### config.mk
export PLATFORM = sky130hd
export DESIGN_NAME = lru_keyed_cache_table_flat
export DESIGN_NICKNAME = d
export VERILOG_FILES = /design/src/design/lkct_pkg.sv /design/src/design/lkct_if.sv /design/src/design/lkct_ctrl.sv /design/src/design/lkct_datapath.sv /design/src/design/lru_keyed_cache_table.sv /design/src/flat_wrapper.sv
export SDC_FILE = /design/constraint.sdc
export NUM_CORES = 2
export LEC_CHECK = 0
export BUFFER_PORTS_ARGS = -buffer_cell sky130_fd_sc_hd__buf_2
export CORE_MARGIN = 4
export CORE_UTILIZATION = 59
export DETAILED_ROUTE_END_ITERATION = 8
export PLACE_DENSITY = 0.8
export RECOVER_POWER = 100
export SETUP_SLACK_MARGIN = 0.2
export SYNTH_ARGS = -nofsm -noshare
export SYNTH_HDL_FRONTEND = slang
export SYNTH_SLANG_ARGS = --single-unit
### constraint.sdc
create_clock -name clk_i -period 16.4 [get_ports clk_i]
set_clock_uncertainty 0.1 [all_clocks]
set_input_delay 1.64 -clock clk_i [delete_from_list [all_inputs] [get_ports clk_i]]
set_output_delay 1.64 -clock clk_i [all_outputs]
set_load 0.1 [all_outputs]
### src/design/lkct_pkg.sv
// shared types and constants for the lru keyed cache table
// no dependencies; used by the interfaces and all design modules
package lkct_pkg;

  localparam int unsigned ENTRIES    = 16;
  localparam int unsigned AGE_BITS   = 48;
  localparam int unsigned IDX_W      = $clog2(ENTRIES);
  localparam int unsigned KEY_W      = 64;
  localparam int unsigned HANDLE_W   = 32;
  localparam int unsigned KIND_W     = 2;
  localparam logic [IDX_W-1:0] LAST_IDX = IDX_W'(ENTRIES - 1);

  typedef enum logic [KIND_W-1:0] {
    KIND_LOOKUP = 2'd0,
    KIND_UPDATE = 2'd1,
    KIND_CLEAR  = 2'd2,
    KIND_NOP    = 2'd3
  } kind_e;

  // controller to datapath
  typedef struct packed {
    logic start;   // capture request, restart scan
    logic scan;    // read the slot at the scan index
    logic commit;  // apply the request and load the output register
  } ctrl_cmd_t;

  // datapath to controller
  typedef struct packed {
    logic scan_last;
  } dp_status_t;

endpackage

### src/design/lkct_if.sv
// request and response channel interfaces for the lru keyed cache table
// depends on lkct_pkg
interface lkct_req_if;
  logic                           valid;
  logic                           ready;
  logic [lkct_pkg::KIND_W-1:0]    kind;
  logic [lkct_pkg::KEY_W-1:0]     key;
  logic [lkct_pkg::HANDLE_W-1:0]  handle;
  logic                           loaded;

  modport source (output valid, kind, key, handle, loaded, input ready);
  modport sink   (input valid, kind, key, handle, loaded, output ready);
endinterface

interface lkct_rsp_if;
  logic                           valid;
  logic                           ready;
  logic                           hit;
  logic [lkct_pkg::HANDLE_W-1:0]  hit_handle;
  logic                           start_load;
  logic                           evicted;
  logic [lkct_pkg::KEY_W-1:0]     evicted_key;

  modport source (output valid, hit, hit_handle, start_load, evicted, evicted_key,
                  input ready);
  modport sink   (input valid, hit, hit_handle, start_load, evicted, evicted_key,
                  output ready);
endinterface

### src/design/lkct_ctrl.sv
// controller state machine: sequences capture, slot scan and commit
// depends on lkct_pkg
module lkct_ctrl (
  input  logic                 clk_i,
  input  logic                 rst_ni,
  input  logic                 in_valid_i,
  output logic                 in_ready_o,
  output logic                 out_valid_o,
  input  logic                 out_ready_i,
  input  lkct_pkg::dp_status_t status_i,
  output lkct_pkg::ctrl_cmd_t  cmd_o
);

  typedef enum logic [1:0] {
    ST_IDLE,
    ST_SCAN,
    ST_DRAIN,
    ST_COMMIT
  } state_e;

  state_e state_q, state_d;
  logic   out_valid_q, out_valid_d;
  logic   out_free;

  assign out_free    = !out_valid_q || out_ready_i;
  assign in_ready_o  = (state_q == ST_IDLE);
  assign out_valid_o = out_valid_q;

  always_comb begin
    state_d     = state_q;
    out_valid_d = out_valid_q && !out_ready_i;
    cmd_o       = '0;
    unique case (state_q)
      ST_IDLE: begin
        if (in_valid_i) begin
          cmd_o.start = 1'b1;
          state_d     = ST_SCAN;
        end
      end
      ST_SCAN: begin
        cmd_o.scan = 1'b1;
        if (status_i.scan_last) begin
          state_d = ST_DRAIN;
        end
      end
      // last read data lands in the accumulators
      ST_DRAIN: begin
        state_d = ST_COMMIT;
      end
      ST_COMMIT: begin
        if (out_free) begin
          cmd_o.commit = 1'b1;
          out_valid_d  = 1'b1;
          state_d      = ST_IDLE;
        end
      end
      default: state_d = ST_IDLE;
    endcase
  end

  always_ff @(posedge clk_i or negedge rst_ni) begin
    if (!rst_ni) begin
      state_q     <= ST_IDLE;
      out_valid_q <= 1'b0;
    end else begin
      state_q     <= state_d;
      out_valid_q <= out_valid_d;
    end
  end

endmodule

### src/design/lkct_datapath.sv
// datapath: slot memories, valid bits, age counter, scan accumulators, result register
// depends on lkct_pkg
module lkct_datapath (
  input  logic                               clk_i,
  input  logic                               rst_ni,
  input  lkct_pkg::ctrl_cmd_t                cmd_i,
  output lkct_pkg::dp_status_t               status_o,
  input  logic [lkct_pkg::KIND_W-1:0]        kind_i,
  input  logic [lkct_pkg::KEY_W-1:0]         key_i,
  input  logic [lkct_pkg::HANDLE_W-1:0]      handle_i,
  input  logic                               loaded_i,
  output logic                               hit_o,
  output logic [lkct_pkg::HANDLE_W-1:0]      hit_handle_o,
  output logic                               start_load_o,
  output logic                               evicted_o,
  output logic [lkct_pkg::KEY_W-1:0]         evicted_key_o
);

  localparam int unsigned IW = lkct_pkg::IDX_W;
  localparam int unsigned AW = lkct_pkg::AGE_BITS;
  localparam int unsigned KW = lkct_pkg::KEY_W;
  localparam int unsigned HW = lkct_pkg::HANDLE_W;
  localparam int unsigned N  = lkct_pkg::ENTRIES;

  // slot storage
  logic [KW-1:0] key_mem [N];
  logic [AW-1:0] age_mem [N];
  logic          rdy_mem [N];
  logic [HW-1:0] hdl_mem [N];
  logic [N-1:0]  valid_q, valid_d;
  logic [AW-1:0] age_cnt_q, age_cnt_d;

  // captured request
  lkct_pkg::kind_e req_kind_q;
  logic [KW-1:0]   req_key_q;
  logic [HW-1:0]   req_hdl_q;
  logic            req_loaded_q;

  // scan pipeline
  logic [IW-1:0] cnt_q;
  logic          rd_vld_q;
  logic [IW-1:0] rd_idx_q;
  logic          rd_valid_q;
  logic [KW-1:0] rd_key_q;
  logic [AW-1:0] rd_age_q;
  logic          rd_rdy_q;
  logic [HW-1:0] rd_hdl_q;

  // accumulators
  logic          match_q;
  logic [IW-1:0] match_idx_q;
  logic          match_rdy_q;
  logic [HW-1:0] match_hdl_q;
  logic          free_q;
  logic [IW-1:0] free_idx_q;
  logic          vict_q;
  logic [IW-1:0] vict_idx_q;
  logic [AW-1:0] vict_age_q;
  logic [KW-1:0] vict_key_q;

  // commit decode
  logic          wr_full, wr_age;
  logic [IW-1:0] wr_idx;
  logic [AW-1:0] wr_age_val;
  logic          res_hit, res_load, res_evict;
  logic [HW-1:0] res_hdl;
  logic [KW-1:0] res_ekey;

  assign status_o.scan_last = (cnt_q == lkct_pkg::LAST_IDX);

  always_comb begin
    wr_full    = 1'b0;
    wr_age     = 1'b0;
    wr_idx     = match_idx_q;
    wr_age_val = age_cnt_q;
    age_cnt_d  = age_cnt_q;
    valid_d    = valid_q;
    res_hit    = 1'b0;
    res_load   = 1'b0;
    res_evict  = 1'b0;
    res_hdl    = '0;
    res_ekey   = '0;
    unique case (req_kind_q)
      lkct_pkg::KIND_LOOKUP: begin
        if (!match_q) begin
          res_load = 1'b1;
        end else begin
          age_cnt_d = age_cnt_q + AW'(1);
          if (match_rdy_q) begin
            wr_age     = 1'b1;
            wr_age_val = age_cnt_d;
            res_hit    = 1'b1;
            res_hdl    = match_hdl_q;
          end
        end
      end
      lkct_pkg::KIND_UPDATE: begin
        wr_full   = 1'b1;
        wr_age    = 1'b1;
        age_cnt_d = age_cnt_q + AW'(1);
        if (match_q) begin
          wr_idx = match_idx_q;
        end else if (free_q) begin
          wr_idx = free_idx_q;
        end else begin
          // table full: replace the oldest slot
          wr_idx    = vict_idx_q;
          res_evict = 1'b1;
          res_ekey  = vict_key_q;
        end
        valid_d[wr_idx] = 1'b1;
      end
      lkct_pkg::KIND_CLEAR: begin
        valid_d = '0;
      end
      lkct_pkg::KIND_NOP: begin
      end
      default: begin
      end
    endcase
  end

  // control state
  always_ff @(posedge clk_i or negedge rst_ni) begin
    if (!rst_ni) begin
      valid_q   <= '0;
      age_cnt_q <= '0;
      cnt_q     <= '0;
      rd_vld_q  <= 1'b0;
      match_q   <= 1'b0;
      free_q    <= 1'b0;
      vict_q    <= 1'b0;
    end else begin
      rd_vld_q <= cmd_i.scan;
      if (cmd_i.start) begin
        cnt_q   <= '0;
        match_q <= 1'b0;
        free_q  <= 1'b0;
        vict_q  <= 1'b0;
      end else begin
        if (cmd_i.scan) begin
          cnt_q <= cnt_q + IW'(1);
        end
        if (rd_vld_q) begin
          if (rd_valid_q && rd_key_q == req_key_q) begin
            match_q <= 1'b1;
          end
          if (!rd_valid_q) begin
            free_q <= 1'b1;
          end
          if (rd_valid_q) begin
            vict_q <= 1'b1;
          end
        end
      end
      if (cmd_i.commit) begin
        valid_q   <= valid_d;
        age_cnt_q <= age_cnt_d;
      end
    end
  end

  // payload registers
  always_ff @(posedge clk_i) begin
    if (cmd_i.start) begin
      req_kind_q   <= lkct_pkg::kind_e'(kind_i);
      req_key_q    <= key_i;
      req_hdl_q    <= handle_i;
      req_loaded_q <= loaded_i;
    end
    if (cmd_i.scan) begin
      rd_idx_q   <= cnt_q;
      rd_valid_q <= valid_q[cnt_q];
    end
    if (rd_vld_q && !cmd_i.start) begin
      // first valid slot holding the key
      if (rd_valid_q && rd_key_q == req_key_q && !match_q) begin
        match_idx_q <= rd_idx_q;
        match_rdy_q <= rd_rdy_q;
        match_hdl_q <= rd_hdl_q;
      end
      // lowest free slot
      if (!rd_valid_q && !free_q) begin
        free_idx_q <= rd_idx_q;
      end
      // smallest age, lowest index on ties
      if (rd_valid_q && (!vict_q || rd_age_q < vict_age_q)) begin
        vict_idx_q <= rd_idx_q;
        vict_age_q <= rd_age_q;
        vict_key_q <= rd_key_q;
      end
    end
    if (cmd_i.commit) begin
      hit_o         <= res_hit;
      hit_handle_o  <= res_hdl;
      start_load_o  <= res_load;
      evicted_o     <= res_evict;
      evicted_key_o <= res_ekey;
    end
  end

  // slot memories: one write port, one registered read port at the scan index
  always_ff @(posedge clk_i) begin
    if (cmd_i.commit && wr_full) begin
      key_mem[wr_idx] <= req_key_q;
      rdy_mem[wr_idx] <= req_loaded_q;
      hdl_mem[wr_idx] <= req_hdl_q;
    end
    if (cmd_i.commit && wr_age) begin
      age_mem[wr_idx] <= wr_age_val;
    end
    if (cmd_i.scan) begin
      rd_key_q <= key_mem[cnt_q];
      rd_age_q <= age_mem[cnt_q];
      rd_rdy_q <= rdy_mem[cnt_q];
      rd_hdl_q <= hdl_mem[cnt_q];
    end
  end

endmodule

### src/design/lru_keyed_cache_table.sv
// Keyed table of ENTRIES slots with age-stamp LRU replacement. Every request
// (lookup, update, clear, nop) gets a valid response after acceptance, once it has
// passed through a scan state that reads each slot over the single read port of the
// slot memory for the key, the first free slot and the oldest slot, a drain state
// for the last read to land, and a commit state that writes the slot and loads the
// response register. The next request is taken in the idle state after commit. A
// request is taken only when the previous one has committed; a finished response
// may wait in its register while the next request runs, and commit holds while it
// waits. Valid bits are cleared by the asynchronous reset, so there is no clearing
// pass after reset.
// depends on lkct_pkg, lkct_if, lkct_ctrl, lkct_datapath
module lru_keyed_cache_table (
  input  logic              clk_i,
  input  logic              rst_ni,
  lkct_req_if.sink          req_i,
  lkct_rsp_if.source        rsp_o
);

  lkct_pkg::ctrl_cmd_t  cmd;
  lkct_pkg::dp_status_t status;

  lkct_ctrl u_ctrl (
    .clk_i       (clk_i),
    .rst_ni      (rst_ni),
    .in_valid_i  (req_i.valid),
    .in_ready_o  (req_i.ready),
    .out_valid_o (rsp_o.valid),
    .out_ready_i (rsp_o.ready),
    .status_i    (status),
    .cmd_o       (cmd)
  );

  lkct_datapath u_datapath (
    .clk_i         (clk_i),
    .rst_ni        (rst_ni),
    .cmd_i         (cmd),
    .status_o      (status),
    .kind_i        (req_i.kind),
    .key_i         (req_i.key),
    .handle_i      (req_i.handle),
    .loaded_i      (req_i.loaded),
    .hit_o         (rsp_o.hit),
    .hit_handle_o  (rsp_o.hit_handle),
    .start_load_o  (rsp_o.start_load),
    .evicted_o     (rsp_o.evicted),
    .evicted_key_o (rsp_o.evicted_key)
  );

endmodule
### src/flat_wrapper.sv
// flat-port wrapper written by rule: the top's interface ports become plain ports
module lru_keyed_cache_table_flat 
  (clk_i, rst_ni, req_i_valid, req_i_kind, req_i_key, req_i_handle, req_i_loaded, req_i_ready, rsp_o_valid, rsp_o_hit, rsp_o_hit_handle, rsp_o_start_load, rsp_o_evicted, rsp_o_evicted_key, rsp_o_ready);
  lkct_req_if req_i_i ();
  lkct_rsp_if rsp_o_i ();
  input  logic clk_i;
  input  logic rst_ni;
  input wire logic [$bits(req_i_i.valid)-1:0] req_i_valid;
  input wire logic [$bits(req_i_i.kind)-1:0] req_i_kind;
  input wire logic [$bits(req_i_i.key)-1:0] req_i_key;
  input wire logic [$bits(req_i_i.handle)-1:0] req_i_handle;
  input wire logic [$bits(req_i_i.loaded)-1:0] req_i_loaded;
  output wire logic [$bits(req_i_i.ready)-1:0] req_i_ready;
  output wire logic [$bits(rsp_o_i.valid)-1:0] rsp_o_valid;
  output wire logic [$bits(rsp_o_i.hit)-1:0] rsp_o_hit;
  output wire logic [$bits(rsp_o_i.hit_handle)-1:0] rsp_o_hit_handle;
  output wire logic [$bits(rsp_o_i.start_load)-1:0] rsp_o_start_load;
  output wire logic [$bits(rsp_o_i.evicted)-1:0] rsp_o_evicted;
  output wire logic [$bits(rsp_o_i.evicted_key)-1:0] rsp_o_evicted_key;
  input wire logic [$bits(rsp_o_i.ready)-1:0] rsp_o_ready;
  assign req_i_i.valid = req_i_valid;
  assign req_i_i.kind = req_i_kind;
  assign req_i_i.key = req_i_key;
  assign req_i_i.handle = req_i_handle;
  assign req_i_i.loaded = req_i_loaded;
  assign req_i_ready = req_i_i.ready;
  assign rsp_o_valid = rsp_o_i.valid;
  assign rsp_o_hit = rsp_o_i.hit;
  assign rsp_o_hit_handle = rsp_o_i.hit_handle;
  assign rsp_o_start_load = rsp_o_i.start_load;
  assign rsp_o_evicted = rsp_o_i.evicted;
  assign rsp_o_evicted_key = rsp_o_i.evicted_key;
  assign rsp_o_i.ready = rsp_o_ready;
  lru_keyed_cache_table u_core (.clk_i(clk_i), .rst_ni(rst_ni), .req_i(req_i_i), .rsp_o(rsp_o_i));
endmodule
== Yosys cells after proc, flatten, opt, wreduce, memory -nomap -nowiden ==
Memory sizes are Yosys's and may differ from the RTL's. A register that Yosys moved wholly into a read port is not among the register bits.
Index checks and enable logic that the tools add are counted.

* Bits in registers: 435
* Memory bits (writable): 2320
* Word-level logic and storage cells: 135
* Memories: 4

{| class="wikitable"
|+ Memory list
! name !! depth !! width !! rd ports !! clocked after Yosys merged registers in !! wr ports !! line !! RTL
|-
| u_core.u_datapath.key_mem || 16 || 64 || 1 || 1 || 1 || lkct_datapath.sv:26 || <nowiki>logic [KW-1:0] key_mem [N];</nowiki>
|-
| u_core.u_datapath.age_mem || 16 || 48 || 1 || 1 || 1 || lkct_datapath.sv:27 || <nowiki>logic [AW-1:0] age_mem [N];</nowiki>
|-
| u_core.u_datapath.hdl_mem || 16 || 32 || 1 || 1 || 1 || lkct_datapath.sv:29 || <nowiki>logic [HW-1:0] hdl_mem [N];</nowiki>
|-
| u_core.u_datapath.rdy_mem || 16 || 1 || 1 || 1 || 1 || lkct_datapath.sv:28 || <nowiki>logic rdy_mem [N];</nowiki>
|}

* $add $sub $neg: 2
* $lt $le $gt $ge: 4
* Eq/ne operators: 12
* Multiplexer cells: 46
* Bitwise logic cells: 2
* Reduce and logical (&&, ||, !) cells: 38

{| class="wikitable"
|+ Operator list
! operator !! count
|-
| 48-bit 2-to-1 mux || 4
|-
| 48-bit one-hot mux with 2 select lines || 1
|-
| 64-bit equality test || 1
|-
| 48-bit by 1-bit adder with 48-bit output, second input constant || 1
|-
| 48-bit less-than comparator || 1
|-
| 16-bit one-hot mux with 2 select lines || 1
|-
| 1-bit 2-to-1 mux || 27
|-
| 4-bit 2-to-1 mux || 6
|-
| 16-bit OR || 1
|-
| 2-bit AND reduction || 7
|-
| 2-bit nonzero test || 6
|-
| 4-bit by 5-bit less-than comparator with 1-bit output, second input constant || 2
|-
| 1-bit logical AND || 9
|-
| 3-bit AND reduction || 3
|-
| 2-bit != test, second input constant || 4
|-
| 2-bit one-hot mux with 4 select lines || 1
|-
| 1-bit zero test || 7
|-
| 2-bit equality test, second input constant || 3
|-
| 2-bit 2-to-1 mux || 3
|-
| 4-bit by 1-bit adder with 4-bit output, second input constant || 1
|-
| 1-bit binary-select mux with 4-bit select || 1
|-
| 1-bit demux with 4-bit select || 1
|-
| 2-bit by 1-bit equality test with 1-bit output, second input constant || 2
|-
| 4-bit equality test, second input constant || 1
|-
| 8 further kinds || 10
|}

== Longest topological paths before layout ==
* Word-level depth: 9
* Mapped depth: 10
* Depth with buffers taken out: 8

== Cells and area by module ==
A second synthesis with hierarchy kept.

* Cells, all modules: 4634
* Area, all modules: 109155.9 um^2

{| class="wikitable"
|+ Modules (own cells, without submodules)
! module !! times used !! cells an instance !! area each (um^2) !! sequential area each (um^2)
|-
| lkct_datapath || 1 || 4614 || 108924.5 || 86633.1
|-
| lkct_ctrl || 1 || 20 || 231.5 || 75.1
|}

== Worst setup path after synthesis ==
Ideal clock, no wire load.

* Path type: input port to flip-flop
* Start: in rsp_o_ready
* End: mem u_core.u_datapath.hdl_mem[12][0] (netlist name) (enable)
* Arrival: 9.676 ns
* Required time: 15.746 ns
* Slack: 6.070 ns
* Stages on the path: 6
* Cells stage by stage: nand2b_1 -> and2_1 -> clkbuf_1 -> nand2_1 -> or3_1 -> nor2_1

{| class="wikitable"
|+ RTL lines
! item !! line !! RTL
|-
| start, declared || flat_wrapper.sv:20 || <nowiki>input wire logic [$bits(rsp_o_i.ready)-1:0] rsp_o_ready;</nowiki>
|-
| end, declared || lkct_datapath.sv:29 ||
|}

== Worst setup path in the final report ==
* Start: reg u_core.u_datapath.cnt_q[2]
* End: reg u_core.u_datapath.rd_hdl_q[18], read port of u_core.u_datapath.hdl_mem (data pin)

{| class="wikitable"
|+ RTL lines
! item !! line !! RTL
|-
| start, declared || lkct_datapath.sv:40 || <nowiki>logic [IW-1:0] cnt_q;</nowiki>
|-
| start signal, assigned || lkct_datapath.sv:142 || <nowiki>cnt_q <= cnt_q + IW'(1);</nowiki>
|-
| end, declared || lkct_datapath.sv:47 || <nowiki>logic [HW-1:0] rd_hdl_q;</nowiki>
|}

No word-level cell between the ends.

==> results by group <==
Detailed routing
  – WL/cell: 36.7 µm
  – Drt first pass iters: 6
  – DR vias: 52800
  – Vias per inst: 6.85
  – Final wirelength: 283 mm
  – DRC: 0
  – Final antenna-violating net count: 0
  – Initial DRC count: 8075

Global routing
  – Initial antenna violation count: 11
  – Largest net degree at the start of global routing: 149
  – First-pass GRT wire length: 407 mm
  – Total Routing Usage GR: 0.299
  – Congestion Overflow GR: 0
  – Vias in the first global route: 55200

CTS
  – CTS tree: yes
  – Number of CTS-inserted buffers: 291
  – Post-CTS Setup Bufs: 0
  – Clock latency at the later pin of the worst-skew pair: 930 ps
  – Root Driver: clkbuf_16
  – Cts repair resizes: 0
  – Count of hold buffers inserted by post-cts repair: 0
  – H-tree depth: 5
  – CTS sink cnt: 2900
  – CTS max path bufs: 4
  – Clk slew on worst S/H paths: 60 ps

Finish
  – Number of fillers in the final layout: 10800
  – Sequential cell area: 86700 µm²
  – Area Growth Syn to Fin: 11.7%
  – Final net count: 5186
  – Layout cell share with drive strength beyond 1: 0.236
  – Final Util: 0.664
  – Multi-input gate area: 21500 µm²

STA
  – Fmax: 89.7 MHz
  – Crit path time final: 11150 ps
  – Setup TNS: 0 ps
  – Fin crit share: 0.680
  – Pin slew with the least headroom to its limit: 9820 ps
  – Max-slew violations: 3631
  – Setup violators final: 0
  – Final hold vios: 0
  – Rel. slew slack: -5.55
  – RSZ-0062 raised after global routing: no

Synth
  – Cell area after synthesis: 109000 µm²
  – Post-synth EDFFs: 2825
  – Synth Flop Type: edfxtp_1
  – Yosys warning count: 0
  – Syn_nets: 4805
  – Synth unique cells: 53
  – Register area share after synthesis: 0.794
  – Syn_area_per_cell: 23.5 µm²
  – Yosys reg bits: 2900
  – Asr flop ratio synth: 0.0259
  – Mapped Cells: 4646

Worst setup path
  – CP endpoint kind: register
  – Req. time, crit path: 17000 ps
  – CP Max Fanout: 114
  – WP data arrival: 11760 ps
  – Worst setup SP type: register
  – Worst setup path class: register to register

Power
  – PwrDens: 165 nW/µm²
  – Leak: 0.0392 µW
  – VDD IR max: 142 µV

Status
  – Status: finished with violations
  – Failing checks: max-capacitance violations, max-slew violations

Min path
  – HP Class: register to register

Placement
  – Detailed Place HPWL: 133 mm
  – Number of port buffers: 203
  – Routability cong.: 0.836

Die
  – I/O pins: 204
  – Die height: 438 µm
  – Initial core utilization: 0.595
  – Full die area: 192000 µm²
  – Core area: 183000 µm²
  – Die W: 438 µm
  – Rows: 157

Flow run
  – Max cap viols: 74
cell type report:
| cell class | count | area share |
|---|---|---|
| inverter | 74 | 0.00228 |
| antenna | 10 | 0.000205 |
| multi-input combinational | 1469 | 0.176 |
| timing repair buffer | 291 | 0.0106 |
| clock inverter | 138 | 0.00948 |
| sequential | 2900 | 0.711 |
| tap | 2464 | 0.0253 |
| clock buffer | 363 | 0.0645 |
per-layer routing:
metal,GRT usage,share of wire,vias up
met1,0.381,0.33,27600
met2,0.504,0.52,4135
met4,0.143,0.060,4
li1,-,-,20200
met3,0.0542,0.097,875
met5,0,0.000074,-
placed cells by master (no fill, tap or decap), drive strengths merged, types with 8 or more instances in the layout:
master	n
diode	10
nor3	19
a2111oi	8
a21oi	40
mux4	730
and3	15
buf	88
clkinv	109
clkbuf	566
xor2	79
nand2	75
dfrtp	75
bufinv	20
nand4	35
nor2b	20
nand3	28
nor4	17
or3	9
edfxtp	2825
and2	100
nor2	101
ha	56
xnor2	59
o21ai	17
inv	76
where the power goes:
group	switching, µW	internal (µW)
combinational	2310	1670
sequential	600	9020
clock	2750	3700
total	5660	14400
flip-flops by register name (all words and copies together) (netlist names), 48 cells and up:
register                         flops
u_core.u_datapath.age_cnt_q         48
u_core.u_datapath.age_mem          768
u_core.u_datapath.evicted_key_o     64
u_core.u_datapath.hdl_mem          512
u_core.u_datapath.key_mem         1024
u_core.u_datapath.rd_age_q          48
u_core.u_datapath.rd_key_q          64
u_core.u_datapath.req_key_q         64
u_core.u_datapath.vict_age_q        48
u_core.u_datapath.vict_key_q        64
logic make-up (layout without fill, tap and decap cells):
group	after synthesis	after routing	synth area share
flops	2900	2900	0.794
mux	738	738	0.151
other cells	0	10	0
xor+xnor	138	138	0.0111
compound gates	95	95	0.00542
buf+inv	277	866	0.00997
simple gates	442	442	0.0215
fa+ha+maj	56	56	0.00642
per-stage QoR:
step | instances | instance area, µm² | hold slack (ps) | power (µW) | worst slack, ps
floorplan | 4646 | 109000 | 300 | 12200 | 6070
global placement | 7197 | 114000 | 304 | 13300 | 10610
detailed placement | 7197 | 114000 | 306 | 13400 | 10590
CTS | 7698 | 123000 | 317 | 20000 | 10890
global route | 7703 | 122000 | 327 | 20700 | 5400
finish | 7709 | 122000 | 315 | 20100 | 5250
critical path, stage by stage (launching register included):
cell and delay, ps:
dfrtp_1 2040, clkbuf_1 6960, mux4_2 1650
path summary, 6_finish.rpt:
kind / startpoint / to / slack, ps / cells after the start
worst max register to register: u_core.u_datapath.cnt_q[2] / u_core.u_datapath.rd_hdl_q[18] / 5250 / 2
min in group asynchronous: rst_ni / u_core.u_datapath.age_cnt_q[47] / 1190 / 1
worst max-delay path: u_core.u_datapath.cnt_q[2] / u_core.u_datapath.rd_hdl_q[18] / 5250 / 2
worst min-delay path: u_core.u_datapath.rd_hdl_q[26] / u_core.u_datapath.match_hdl_q[26] / 320 / 0
max in group asynchronous: rst_ni / u_core.u_datapath.cnt_q[3] / 11660 / 2
worst min register to register: u_core.u_datapath.rd_hdl_q[26] / u_core.u_datapath.match_hdl_q[26] / 320 / 0
cells in the mapped netlist (15+ instances only):
cell	instances	area, µm²
edfxtp_1	2825	84800
nor3_1	19	95.1
a21oi_1	40	200
ha_1	56	701
nand2_1	74	278
nor2b_1	20	125
buf_1	48	180
dfrtp_1	75	1880
inv_1	74	278
xnor2_1	59	517
nand4_1	34	213
mux4_2	730	16400
o21ai_0	17	85.1
clkbuf_1	118	443
buf_2	31	155
nand3_1	28	140
xor2_1	79	692
and2_1	100	626
and3_1	15	93.8
nor2_1	101	379
Note: power is estimated with default switching activity, not from simulation.
